**src/hw/rtl/ctms_pkg.sv**
```systemverilog
`timescale 1ns / 1ps
package ctms_pkg;

  // Table geometry
  localparam int TABLE_DEPTH = 64;
  localparam int TBL_AW      = (TABLE_DEPTH > 1) ? $clog2(TABLE_DEPTH) : 1;

  // Field widths
  localparam int OP_W    = 2;
  localparam int IDX_W   = 6;
  localparam int CHAN_W  = 16;
  localparam int FLAGS_W = 5;
  localparam int MODE_W  = 4;
  localparam int ENTRY_W = CHAN_W + FLAGS_W;

  localparam logic [CHAN_W-1:0] EMPTY_CHANNEL = 16'hFFFF;

  // Capability flag bit positions
  localparam int F_24G   = 0;
  localparam int F_5G    = 1;
  localparam int F_HT20  = 2;
  localparam int F_HT40P = 3;
  localparam int F_HT40M = 4;

  // Wireless mode codes
  localparam logic [MODE_W-1:0] MODE_G        = 4'd0;
  localparam logic [MODE_W-1:0] MODE_B        = 4'd1;
  localparam logic [MODE_W-1:0] MODE_A        = 4'd2;
  localparam logic [MODE_W-1:0] MODE_NG_HT20  = 4'd3;
  localparam logic [MODE_W-1:0] MODE_NG_HT40P = 4'd4;
  localparam logic [MODE_W-1:0] MODE_NG_HT40M = 4'd5;
  localparam logic [MODE_W-1:0] MODE_NG_HT40  = 4'd6;
  localparam logic [MODE_W-1:0] MODE_NA_HT20  = 4'd7;
  localparam logic [MODE_W-1:0] MODE_NA_HT40P = 4'd8;
  localparam logic [MODE_W-1:0] MODE_NA_HT40M = 4'd9;
  localparam logic [MODE_W-1:0] MODE_NA_HT40  = 4'd10;
  localparam logic [MODE_W-1:0] MODE_AC80     = 4'd11;

  typedef enum logic [OP_W-1:0] {
    OP_WRITE = 2'd0,
    OP_FIND  = 2'd1,
    OP_LOW   = 2'd2,
    OP_HIGH  = 2'd3
  } op_t;

  typedef enum logic [1:0] {
    ST_IDLE,
    ST_SCAN,
    ST_DRAIN,
    ST_FINISH
  } st_t;

  // Sequencer to search datapath
  typedef struct packed {
    logic              clear;
    logic              dvld;
    logic              ent_vld;
    logic [TBL_AW-1:0] slot;
    logic              fin;
    op_t               op;
    logic [IDX_W-1:0]  item_idx;
    logic [CHAN_W-1:0] item_chan;
    logic [MODE_W-1:0] item_mode;
  } scan_ctl_t;

  // Entry eligibility under a wireless mode
  function automatic logic mode_accepts(input logic [CHAN_W-1:0]  chan,
                                        input logic [FLAGS_W-1:0] f,
                                        input logic [MODE_W-1:0]  mode);
    logic ok;
    logic ht40;
    ht40 = f[F_HT40P] | f[F_HT40M];
    case (mode)
      MODE_G, MODE_B: ok = f[F_24G];
      MODE_A:         ok = f[F_5G];
      MODE_NG_HT20:   ok = f[F_24G] & f[F_HT20];
      MODE_NG_HT40P:  ok = f[F_24G] & f[F_HT40P];
      MODE_NG_HT40M:  ok = f[F_24G] & f[F_HT40M];
      MODE_NG_HT40:   ok = f[F_24G] & ht40;
      MODE_NA_HT20:   ok = f[F_5G] & f[F_HT20];
      MODE_NA_HT40P:  ok = f[F_5G] & f[F_HT40P];
      MODE_NA_HT40M:  ok = f[F_5G] & f[F_HT40M];
      MODE_NA_HT40,
      MODE_AC80:      ok = f[F_5G] & ht40;
      default:        ok = 1'b0;
    endcase
    return ok & (chan != EMPTY_CHANNEL);
  endfunction

endpackage

```
**src/hw/rtl/ctms_in_if.sv**
```systemverilog
`timescale 1ns / 1ps
interface ctms_in_if;
  logic                          valid;
  logic                          ready;
  logic [ctms_pkg::OP_W-1:0]     opcode;
  logic [ctms_pkg::IDX_W-1:0]    entry_index;
  logic [ctms_pkg::CHAN_W-1:0]   channel_number;
  logic [ctms_pkg::FLAGS_W-1:0]  entry_flags;
  logic [ctms_pkg::MODE_W-1:0]   wireless_mode;

  modport source (output valid, opcode, entry_index, channel_number, entry_flags,
                  wireless_mode, input ready);
  modport sink (input valid, opcode, entry_index, channel_number, entry_flags,
                wireless_mode, output ready);
endinterface

```
**src/hw/rtl/ctms_out_if.sv**
```systemverilog
`timescale 1ns / 1ps
interface ctms_out_if;
  logic                         valid;
  logic                         ready;
  logic                         found;
  logic [ctms_pkg::IDX_W-1:0]   match_index;
  logic [ctms_pkg::CHAN_W-1:0]  match_channel;

  modport source (output valid, found, match_index, match_channel, input ready);
  modport sink (input valid, found, match_index, match_channel, output ready);
endinterface

```
**src/hw/rtl/ctms_ram.sv**
```systemverilog
`timescale 1ns / 1ps
module ctms_ram #(
  parameter int WIDTH = 8,
  parameter int DEPTH = 64,
  parameter int AW    = (DEPTH > 1) ? $clog2(DEPTH) : 1
) (
  input  logic             clk,
  input  logic             we,
  input  logic [AW-1:0]    waddr,
  input  logic [WIDTH-1:0] wdata,
  input  logic             re,
  input  logic [AW-1:0]    raddr,
  output logic [WIDTH-1:0] rdata
);

  logic [WIDTH-1:0] mem [DEPTH];

  // Write port
  always_ff @(posedge clk) begin
    if (we) begin
      mem[waddr] <= wdata;
    end
  end

  // Registered read port
  always_ff @(posedge clk) begin
    if (re) begin
      rdata <= mem[raddr];
    end
  end

endmodule

```
**src/hw/rtl/ctms_seq.sv**
```systemverilog
`timescale 1ns / 1ps
module ctms_seq (
  input  logic                          clk,
  input  logic                          rst_n,
  input  logic                          in_valid,
  output logic                          in_ready,
  input  logic [ctms_pkg::OP_W-1:0]     in_opcode,
  input  logic [ctms_pkg::IDX_W-1:0]    in_index,
  input  logic [ctms_pkg::CHAN_W-1:0]   in_chan,
  input  logic [ctms_pkg::FLAGS_W-1:0]  in_flags,
  input  logic [ctms_pkg::MODE_W-1:0]   in_mode,
  input  logic                          slot_free,
  output logic                          ram_we,
  output logic [ctms_pkg::TBL_AW-1:0]   ram_waddr,
  output logic [ctms_pkg::ENTRY_W-1:0]  ram_wdata,
  output logic                          ram_re,
  output logic [ctms_pkg::TBL_AW-1:0]   ram_raddr,
  output ctms_pkg::scan_ctl_t           ctl
);

  localparam int AW = ctms_pkg::TBL_AW;
  localparam int WW = AW + ctms_pkg::IDX_W;

  ctms_pkg::st_t st_r, st_nxt;
  ctms_pkg::op_t in_op;
  ctms_pkg::op_t op_r;
  logic [ctms_pkg::IDX_W-1:0]  idx_r;
  logic [ctms_pkg::CHAN_W-1:0] chan_r;
  logic [ctms_pkg::MODE_W-1:0] mode_r;
  logic [AW-1:0]               addr_r;
  logic                        rd_vld_r;
  logic [AW-1:0]               rd_slot_r;
  logic                        ent_vld_r;
  logic [ctms_pkg::TABLE_DEPTH-1:0] vld_r;
  logic                        accept;
  logic                        last;
  logic [WW-1:0]               wide_idx;
  logic                        in_range;
  logic                        fin;

  assign in_op    = ctms_pkg::op_t'(in_opcode);
  assign accept   = in_valid && in_ready;
  assign last     = (addr_r == AW'(ctms_pkg::TABLE_DEPTH - 1));
  assign wide_idx = {{AW{1'b0}}, in_index};
  assign in_range = (wide_idx < WW'(ctms_pkg::TABLE_DEPTH));

  // Next state
  always_comb begin
    st_nxt = st_r;
    case (st_r)
      ctms_pkg::ST_IDLE: begin
        if (in_valid) begin
          st_nxt = (in_op == ctms_pkg::OP_WRITE) ? ctms_pkg::ST_FINISH : ctms_pkg::ST_SCAN;
        end
      end
      ctms_pkg::ST_SCAN: begin
        if (last) begin
          st_nxt = ctms_pkg::ST_DRAIN;
        end
      end
      ctms_pkg::ST_DRAIN:  st_nxt = ctms_pkg::ST_FINISH;
      ctms_pkg::ST_FINISH: begin
        if (slot_free) begin
          st_nxt = ctms_pkg::ST_IDLE;
        end
      end
      default: st_nxt = ctms_pkg::ST_IDLE;
    endcase
  end

  // State outputs
  always_comb begin
    in_ready = 1'b0;
    ram_re   = 1'b0;
    fin      = 1'b0;
    case (st_r)
      ctms_pkg::ST_IDLE:   in_ready = 1'b1;
      ctms_pkg::ST_SCAN:   ram_re = 1'b1;
      ctms_pkg::ST_DRAIN:  ram_re = 1'b0;
      ctms_pkg::ST_FINISH: fin = 1'b1;
      default:             in_ready = 1'b0;
    endcase
  end

  // Write straight from the accepted beat; reads walk the table
  assign ram_we    = accept && (in_op == ctms_pkg::OP_WRITE) && in_range;
  assign ram_waddr = wide_idx[AW-1:0];
  assign ram_wdata = {in_flags, in_chan};
  assign ram_raddr = addr_r;

  assign ctl.clear     = accept;
  assign ctl.dvld      = rd_vld_r;
  assign ctl.ent_vld   = ent_vld_r;
  assign ctl.slot      = rd_slot_r;
  assign ctl.fin       = fin;
  assign ctl.op        = op_r;
  assign ctl.item_idx  = idx_r;
  assign ctl.item_chan = chan_r;
  assign ctl.item_mode = mode_r;

  // Control state
  always_ff @(posedge clk) begin
    if (!rst_n) begin
      st_r     <= ctms_pkg::ST_IDLE;
      rd_vld_r <= 1'b0;
      vld_r    <= '0;
    end else begin
      st_r     <= st_nxt;
      rd_vld_r <= ram_re;
      if (ram_we) begin
        vld_r[ram_waddr] <= 1'b1;
      end
    end
  end

  // Hold the item, advance the scan address, track the slot in flight
  always_ff @(posedge clk) begin
    if (accept) begin
      op_r   <= in_op;
      idx_r  <= in_index;
      chan_r <= in_chan;
      mode_r <= in_mode;
      addr_r <= '0;
    end else if (ram_re) begin
      addr_r <= addr_r + AW'(1);
    end
    rd_slot_r <= addr_r;
    ent_vld_r <= vld_r[addr_r];
  end

endmodule

```
**src/hw/rtl/ctms_best.sv**
```systemverilog
`timescale 1ns / 1ps
module ctms_best (
  input  logic                          clk,
  input  ctms_pkg::scan_ctl_t           ctl,
  input  logic [ctms_pkg::ENTRY_W-1:0]  rdata,
  output logic                          res_found,
  output logic [ctms_pkg::IDX_W-1:0]    res_index,
  output logic [ctms_pkg::CHAN_W-1:0]   res_chan
);

  localparam int AW = ctms_pkg::TBL_AW;
  localparam int WW = AW + ctms_pkg::IDX_W;

  logic                        hit_r;
  logic [AW-1:0]               bidx_r;
  logic [ctms_pkg::CHAN_W-1:0] bchan_r;
  logic [ctms_pkg::CHAN_W-1:0] e_chan;
  logic [ctms_pkg::FLAGS_W-1:0] e_caps;
  logic                        elig;
  logic                        take;
  logic [WW-1:0]               wide_bidx;

  assign e_chan = rdata[ctms_pkg::CHAN_W-1:0];
  assign e_caps = rdata[ctms_pkg::ENTRY_W-1:ctms_pkg::CHAN_W];
  assign elig   = ctl.dvld && ctl.ent_vld &&
                  ctms_pkg::mode_accepts(e_chan, e_caps, ctl.item_mode);

  // Pick per query kind; first slot wins on ties
  always_comb begin
    case (ctl.op)
      ctms_pkg::OP_FIND: take = !hit_r && (e_chan == ctl.item_chan);
      ctms_pkg::OP_LOW:  take = !hit_r || (e_chan < bchan_r);
      ctms_pkg::OP_HIGH: take = !hit_r || (e_chan > bchan_r);
      default:           take = 1'b0;
    endcase
  end

  // Hold the best entry seen so far
  always_ff @(posedge clk) begin
    if (ctl.clear) begin
      hit_r <= 1'b0;
    end else if (elig && take) begin
      hit_r   <= 1'b1;
      bidx_r  <= ctl.slot;
      bchan_r <= e_chan;
    end
  end

  assign wide_bidx = {{ctms_pkg::IDX_W{1'b0}}, bidx_r};

  // Form the result beat
  always_comb begin
    if (ctl.op == ctms_pkg::OP_WRITE) begin
      res_found = 1'b0;
      res_index = ctl.item_idx;
      res_chan  = ctl.item_chan;
    end else if (hit_r) begin
      res_found = 1'b1;
      res_index = wide_bidx[ctms_pkg::IDX_W-1:0];
      res_chan  = bchan_r;
    end else begin
      res_found = 1'b0;
      res_index = '0;
      res_chan  = ctms_pkg::EMPTY_CHANNEL;
    end
  end

endmodule

```
**src/hw/rtl/channel_table_mode_search.sv**
```systemverilog
`timescale 1ns / 1ps
// Channel table with mode-filtered search.
// in_ch carries one beat per item: a write of one table slot (opcode 0) or a
// query (find channel, find lowest, find highest) filtered by wireless mode.
// out_ch returns exactly one beat per item: found, match_index, match_channel.
// Both channels use valid/ready; a beat moves when both are high.
// Items are handled one at a time. A write goes straight to the finish state,
// which loads its result into the output register once that register is free.
// A query reads the table memory one slot per cycle through its single read
// port, then passes through a drain state to the finish state. The next item
// can be accepted in the cycle after the result is loaded.
// in_ch.ready is high only while no item is in progress.
// The result sits in an output register; when the receiver stalls, the block
// holds it there. A new item can be accepted while that beat waits, but its
// own result, and with it the input, is held back until the beat is taken.
// Reset (rst_n low, synchronous) clears the per-slot valid bits so every slot
// reads as empty, and returns the sequencer to idle with no result pending.
module channel_table_mode_search (
  input logic      clk,
  input logic      rst_n,
  ctms_in_if.sink  in_ch,
  ctms_out_if.source out_ch
);

  logic                          slot_free;
  logic                          ram_we;
  logic [ctms_pkg::TBL_AW-1:0]   ram_waddr;
  logic [ctms_pkg::ENTRY_W-1:0]  ram_wdata;
  logic                          ram_re;
  logic [ctms_pkg::TBL_AW-1:0]   ram_raddr;
  logic [ctms_pkg::ENTRY_W-1:0]  ram_rdata;
  ctms_pkg::scan_ctl_t           ctl;
  logic                          res_found;
  logic [ctms_pkg::IDX_W-1:0]    res_index;
  logic [ctms_pkg::CHAN_W-1:0]   res_chan;
  logic                          out_valid_r;
  logic                          out_valid_nxt;
  logic                          out_found_r;
  logic [ctms_pkg::IDX_W-1:0]    out_index_r;
  logic [ctms_pkg::CHAN_W-1:0]   out_chan_r;
  logic                          load;

  ctms_seq u_seq (
    .clk       (clk),
    .rst_n     (rst_n),
    .in_valid  (in_ch.valid),
    .in_ready  (in_ch.ready),
    .in_opcode (in_ch.opcode),
    .in_index  (in_ch.entry_index),
    .in_chan   (in_ch.channel_number),
    .in_flags  (in_ch.entry_flags),
    .in_mode   (in_ch.wireless_mode),
    .slot_free (slot_free),
    .ram_we    (ram_we),
    .ram_waddr (ram_waddr),
    .ram_wdata (ram_wdata),
    .ram_re    (ram_re),
    .ram_raddr (ram_raddr),
    .ctl       (ctl)
  );

  ctms_ram #(
    .WIDTH (ctms_pkg::ENTRY_W),
    .DEPTH (ctms_pkg::TABLE_DEPTH)
  ) u_ram (
    .clk   (clk),
    .we    (ram_we),
    .waddr (ram_waddr),
    .wdata (ram_wdata),
    .re    (ram_re),
    .raddr (ram_raddr),
    .rdata (ram_rdata)
  );

  ctms_best u_best (
    .clk       (clk),
    .ctl       (ctl),
    .rdata     (ram_rdata),
    .res_found (res_found),
    .res_index (res_index),
    .res_chan  (res_chan)
  );

  // Output register: load a finished result when the slot is free
  assign slot_free = !out_valid_r || out_ch.ready;
  assign load      = ctl.fin && slot_free;

  always_comb begin
    if (load) begin
      out_valid_nxt = 1'b1;
    end else if (out_ch.ready) begin
      out_valid_nxt = 1'b0;
    end else begin
      out_valid_nxt = out_valid_r;
    end
  end

  always_ff @(posedge clk) begin
    if (!rst_n) begin
      out_valid_r <= 1'b0;
    end else begin
      out_valid_r <= out_valid_nxt;
    end
  end

  always_ff @(posedge clk) begin
    if (load) begin
      out_found_r <= res_found;
      out_index_r <= res_index;
      out_chan_r  <= res_chan;
    end
  end

  assign out_ch.valid         = out_valid_r;
  assign out_ch.found         = out_found_r;
  assign out_ch.match_index   = out_index_r;
  assign out_ch.match_channel = out_chan_r;

endmodule

```
**src/flat_wrapper.sv**
```systemverilog
// flat-port wrapper written by rule: the top's interface ports become plain ports
module channel_table_mode_search_flat 
  (clk, rst_n, in_ch_valid, in_ch_opcode, in_ch_entry_index, in_ch_channel_number, in_ch_entry_flags, in_ch_wireless_mode, in_ch_ready, out_ch_valid, out_ch_found, out_ch_match_index, out_ch_match_channel, out_ch_ready);
  ctms_in_if in_ch_i ();
  ctms_out_if out_ch_i ();
  input logic clk;
  input logic rst_n;
  input wire logic [$bits(in_ch_i.valid)-1:0] in_ch_valid;
  input wire logic [$bits(in_ch_i.opcode)-1:0] in_ch_opcode;
  input wire logic [$bits(in_ch_i.entry_index)-1:0] in_ch_entry_index;
  input wire logic [$bits(in_ch_i.channel_number)-1:0] in_ch_channel_number;
  input wire logic [$bits(in_ch_i.entry_flags)-1:0] in_ch_entry_flags;
  input wire logic [$bits(in_ch_i.wireless_mode)-1:0] in_ch_wireless_mode;
  output wire logic [$bits(in_ch_i.ready)-1:0] in_ch_ready;
  output wire logic [$bits(out_ch_i.valid)-1:0] out_ch_valid;
  output wire logic [$bits(out_ch_i.found)-1:0] out_ch_found;
  output wire logic [$bits(out_ch_i.match_index)-1:0] out_ch_match_index;
  output wire logic [$bits(out_ch_i.match_channel)-1:0] out_ch_match_channel;
  input wire logic [$bits(out_ch_i.ready)-1:0] out_ch_ready;
  assign in_ch_i.valid = in_ch_valid;
  assign in_ch_i.opcode = in_ch_opcode;
  assign in_ch_i.entry_index = in_ch_entry_index;
  assign in_ch_i.channel_number = in_ch_channel_number;
  assign in_ch_i.entry_flags = in_ch_entry_flags;
  assign in_ch_i.wireless_mode = in_ch_wireless_mode;
  assign in_ch_ready = in_ch_i.ready;
  assign out_ch_valid = out_ch_i.valid;
  assign out_ch_found = out_ch_i.found;
  assign out_ch_match_index = out_ch_i.match_index;
  assign out_ch_match_channel = out_ch_i.match_channel;
  assign out_ch_i.ready = out_ch_ready;
  channel_table_mode_search u_core (.clk(clk), .rst_n(rst_n), .in_ch(in_ch_i), .out_ch(out_ch_i));
endmodule
```
**config.mk**
```make
export PLATFORM = sky130hd
export DESIGN_NAME = channel_table_mode_search_flat
export DESIGN_NICKNAME = d
export VERILOG_FILES = /design/src/hw/rtl/ctms_pkg.sv /design/src/hw/rtl/ctms_in_if.sv /design/src/hw/rtl/ctms_out_if.sv /design/src/hw/rtl/ctms_ram.sv /design/src/hw/rtl/ctms_seq.sv /design/src/hw/rtl/ctms_best.sv /design/src/hw/rtl/channel_table_mode_search.sv /design/src/flat_wrapper.sv
export SDC_FILE = /design/constraint.sdc
export NUM_CORES = 2
export LEC_CHECK = 0
export BUFFER_PORTS_ARGS = -buffer_cell sky130_fd_sc_hd__buf_2
export CORE_MARGIN = 3
export CORE_UTILIZATION = 63
export DETAILED_ROUTE_END_ITERATION = 8
export GPL_ROUTABILITY_DRIVEN = 0
export PLACE_DENSITY = 0.79
export REMOVE_ABC_BUFFERS = 1
export SKIP_CTS_REPAIR_TIMING = 1
export SYNTH_ARGS = -nofsm -noshare
export SYNTH_HDL_FRONTEND = slang
export SYNTH_SLANG_ARGS = --single-unit
```
**constraint.sdc**
```tcl
create_clock -name clk -period 4.45 [get_ports clk]
set_input_delay 0.6675 -clock clk [delete_from_list [all_inputs] [get_ports clk]]
set_output_delay 0.6675 -clock clk [all_outputs]
set_load 0.02 [all_outputs]
```
==> Yosys cells after proc, flatten, opt, wreduce, memory -nomap -nowiden <==
Memory sizes are Yosys's and may differ from the RTL's. A register that Yosys moved wholly into a read port is not among the register bits.
Index checks and enable logic that the tools add are counted.
{ "totals": {"ff_bits": 155, "ramBits": 1344, "out_inout_bits": 25, "word_cells": 106, "mem_count": 1} }
{ "mem_list": {"columns": ["memory", "depth", "word_bits", "read_ports", "rd_clocked_by_memory_dff", "wr", "line", "source"], "rows": [
  ["u_core.u_ram.mem", 64, 21, 1, 1, 1, "ctms_ram.sv:16", "logic [WIDTH-1:0] mem [DEPTH];"]
]} }
{ "op_classes": {"addsub": 1, "magnitude_cmp": 6, "eq_ne": 23, "mux": 23, "n_bitwise": 12, "reduce_logical": 23} }
{ "op_table": {"columns": ["op", "n"], "rows": [
  ["$or 64x64->64", 1],
  ["$mux 16", 2],
  ["$lt 6x7->1 const B", 3],
  ["$eq 16x16->1", 1],
  ["$eq 4x3->1 const B", 4],
  ["$eq 4x4->1 const B", 4],
  ["$gt 16x16->1", 1],
  ["$lt 16x16->1", 1],
  ["$ne 16x16->1 const B", 1],
  ["$mux 6", 2],
  ["$mux 1", 10],
  ["$pmux 1 s10", 1],
  ["$and 1x1->1", 9],
  ["$logic_and 1x1->1", 9],
  ["$eq 2x2->1 const B", 4],
  ["$eq 4x2->1 const B", 2],
  ["$mux 2", 4],
  ["$pmux 2 s4", 1],
  ["$add 6x1->6 const B", 1],
  ["$bmux 1 s6", 1],
  ["$demux 1 s6", 1],
  ["$eq 6x6->1 const B", 1],
  ["$ge 6x1->1 const B", 1],
  ["$logic_not 2->1", 3],
  ["other kinds (14)", 20]
]} }

==> Logic depth before layout (Yosys ltp) <==
{ "logic_depth": {"depth_word": 7, "ltp_mapped": 11} }

==> Cells and area by module <==
Synthesis repeated with hierarchy kept, for this count alone.
{ "hier_totals": {"hier_cells": 2812, "area_unflattened_um2": 58837.7} }
{ "by_module_without_submodules": {"columns": ["mod", "n_inst", "cells_per_inst", "area_each_um2", "seq_area_each_um2"], "rows": [
  ["ctms_ram", 1, 2190, 51927.3, 40989.3],
  ["ctms_seq", 1, 401, 4433.0, 2442.3],
  ["ctms_best", 1, 193, 1729.2, 680.7],
  ["channel_table_mode_search", 1, 28, 748.2, 710.7]
]} }

==> Worst setup path before layout <==
Ideal clock, no wire load.
{ "synth_timing": {"kind": "reg2reg", "start": "register u_core.u_seq.st_r[0]", "end": "register u_core.u_best.bchan_r[0] (netlist bit), enable pin", "setup_ps": 415, "t_arrival_ps": 3566, "required_ps": 4035, "setup_slack_ps": 469, "path_stages_with_launch": 8, "n_path_buf": 1, "cell_sequence": "dfxtp_1 > inv_1 > ha_1 > and2_1 > clkbuf_1 > a2111oi_0 > or3b_2 > a31oi_1"} }
{ "synth_lines": {"columns": ["element", "line", "source"], "rows": [
  ["from (decl)", "ctms_seq.sv:24", "ctms_pkg::st_t st_r, st_nxt;"],
  ["from (signal assigned)", "ctms_seq.sv:104", "st_r <= ctms_pkg::ST_IDLE;"],
  ["from (signal assigned)", "ctms_seq.sv:108", "st_r <= st_nxt;"],
  ["to (signal assigned)", "ctms_best.sv:45", "bchan_r <= e_chan;"],
  ["to (decl)", "ctms_best.sv:16", "logic [ctms_pkg::CHAN_W-1:0] bchan_r;"]
]} }

==> flow_metrics.tcl <==
set metrics [dict create \
    antenna_found_initial 16 \
    ys_ff_latch 1520 \
    dp_cells 3940 \
    synth_flop_cell "edfxtp_1" \
    cts_tree "built" \
    critPathArrivalTime_ps 4080 \
    critPathMaxFanout 58 \
    synthCells 2714 \
    port_buffers 61 \
    cts-buffers-inserted 147 \
    htreeDepth 4 \
    timing.final.ws_setup_ps 821 \
    coreArea_um2 90400 \
    synthXorXnorAreaFrac 0.00303 \
    cts.sinks 1520 \
    root_buffer "clkbuf_16" \
    rows 110 \
    die_x_um 309 \
    dp_hpwl_mm 83.1 \
    async_flop_share 0 \
    setup_violations 0 \
    synthSimpleGateAreaFrac 0.0229 \
    grt_pass1_vias 30612 \
    grt_max_degree 66 \
    start_util 0.639 \
    die_area_um2 95400 \
    final_area_um2 65000 \
    drt-wirelength-per-cell_um 36.0 \
    ys_warn_count 0 \
    maxCapViolCount 0 \
    yosysUniqueCellTypes 53 \
    required_ps 4900 \
    peakVddDrop_uv 356 \
    final_max_slew_viol_count 0 \
    rsz0062_at_grt "no" \
    io_pins 62 \
    critPathCaptureType "register" \
    ys_seq_area_frac 0.776 \
    grt_use_total 0.327 \
    first_pass_iters 8 \
    die_y_um 309 \
    syn_area_um2 57800 \
    holdCritPathClass "input port to register" \
    yosys-mux-area-fraction 0.138 \
    worst_slew_pin_slew_ps 1380 \
    fmax_ghz 0.276 \
    path_clk_slew_ps 60 \
    synth-edff-count 1438 \
    syn_avg_cell_area_um2 21.3 \
    relSlewSlack 0.0804 \
    fin_crit_sh 0.815 \
    viasPerCell 7.25 \
    synthAdderAreaFrac 0.00455 \
    drt_iter0_drc 4680 \
    period_minus_slack_ps 3630 \
    pre_cts_slack_ps 894 \
    drc 0 \
    hold_viol 0 \
    nets 2971 \
    clock_path_buffers 3 \
    vias 30503 \
    power_density_nw_per_um2 535 \
    drive_gt1_frac 0.277 \
    critPathLaunchType "register" \
    overflow 0 \
    fin_util 0.719 \
    area_delta_synth_final_pct 12.5 \
    layout.cells.non_filler 4210 \
    skew_ps 26.5 \
    place_area_um2 60300 \
    routed_wl_mm 152 \
    synth_top_family_by_area "multiplexers" \
    p_leak_uw 0.0203 \
    crit_type "register to register" \
    ant_nets 0 \
    clk_latency_ps 750 \
    synth-compound-area-share 0.0415 \
    outcome "finished, final reports clean" \
    grt_pass1_wl_mm 219 \
]
[layout by cell type, fill, tap and decap left out, types with 22 or more instances in the layout]
master	count
o22ai_1	25
clkbuf_16	151
a31oi_1	22
clkinv_1	26
dfxtp_1	78
buf_2	61
nor2_1	52
mux4_2	350
o21a_1	66
nand2_1	65
edfxtp_1	1438
nor2_2	64
inv_1	22
a22oi_1	91
clkbuf_1	36
a21oi_1	46
buf_4	117
clkinv_2	22
[final cells by class]
cell class | count | area, µm²
Clock buffer | 194 | 4010
Antenna cell | 4 | 10.0
Timing Repair Buffer | 199 | 1600
Inverter | 22 | 82.6
Tap cell | 1176 | 1470
Clock inverter | 72 | 624
Fill cell | 4774 | 25400
Multi-Input combinational cell | 1023 | 12300
Sequential cell | 1520 | 44800
[worst paths after layout]
| check | slack (ps) | cells after the start | start | to |
|---|---|---|---|---|
| min reg2reg | 400 | 0 | u_core.u_seq.rd_slot_r[3]$_DFF_P_ | u_core.u_best.bidx_r[3]$_DFFE_PP_ |
| min | 110 | 1 | in_ch_wireless_mode[0] | u_core.u_seq.mode_r[0]$_DFFE_PP_ |
| max reg2reg | 820 | 6 | u_core.u_seq.ram_raddr[1]$_SDFFE_PP0P_ | u_core.u_ram.rdata[7]$_DFFE_PP_ |
| max | 820 | 6 | u_core.u_seq.ram_raddr[1]$_SDFFE_PP0P_ | u_core.u_ram.rdata[7]$_DFFE_PP_ |
[sequential cells by signal, summed over array words and instances, names as in the netlist]
register and count:
u_core.u_best.hit_r 1, u_core.u_seq.mode_r 4, u_core.u_seq.st_r 2, u_core.u_seq.vld_r 64, u_core.u_seq.rd_slot_r 6, u_core.u_ram.rdata 21
u_core.u_seq.idx_r 6, u_core.u_seq.op_r 2, u_core.out_ch.found 1, u_core.u_seq.ram_raddr 6, u_core.u_seq.rd_vld_r 1, u_core.u_seq.chan_r 16
u_core.u_seq.ent_vld_r 1, u_core.u_best.bchan_r 16, u_core.u_ram.mem 1344, u_core.out_ch.match_channel 16, u_core.out_ch.valid 1, u_core.u_best.bidx_r 6
u_core.out_ch.match_index 6
[where the power goes]
group / switching [µW] / internal [µW] / leakage (µW)
clock: 5230 / 6830 / 0.00226
combinational: 3460 / 2910 / 0.00445
sequential: 391 / 16000 / 0.0136
[critical path: stages, from the launching register on]
cell and delay (ps):
dfxtp_4 1060, buf_4 510, buf_4 230, mux4_2 290, a22o_1 260, a221oi_1 750
o221ai_1 220
[routing by layer]
layer / vias up / routed length [µm] / part of all wire / track usage
li1: 11771 / - / - / -
met1: 15671 / 51600 / 0.34 / 0.444
met2: 2610 / 72000 / 0.48 / 0.501
met3: 433 / 20400 / 0.13 / 0.0948
met4: 18 / 7450 / 0.049 / 0.150
met5: - / 111 / 0.00073 / 0
[cells by family (layout without fill, tap and decap cells)]
logic type	Yosys count	in the layout
AO/OA/AOI/OAI	336	336
XOR/XNOR	20	20
adder cells (fa/ha/maj)	21	21
buffers and inverters	171	487
flip-flops	1520	1520
multiplexers	360	360
other	0	4
AND/OR/NAND/NOR	286	286
[cell usage after synthesis (22+ instances only)]
master    count  area, µm²
dfxtp_1      82       1640
mux4_2      350       7880
nor2_1      117        439
o22ai_1      25        156
a31oi_1      23        144
clkbuf_1     80        300
a22oi_1      91        683
nand2_1      65        244
a21oi_1      46        230
edfxtp_1   1438      43200
o21a_1       66        495
inv_1        22       82.6
buf_2        33        165
[through the flow]
| step | setup TNS, ps | hold slack, ps | power, µW |
|---|---|---|---|
| finish | 0 | 106 | 34800 |
| global route | 0 | 95.0 | 35700 |
| CTS | 0 | 70.6 | 34800 |
| detailed placement | 0 | 390 | 22800 |
| global placement | 0 | 387 | 22700 |
| floorplan | -336880 | 386 | 20300 |
Note: power is estimated with default switching activity, not from simulation.
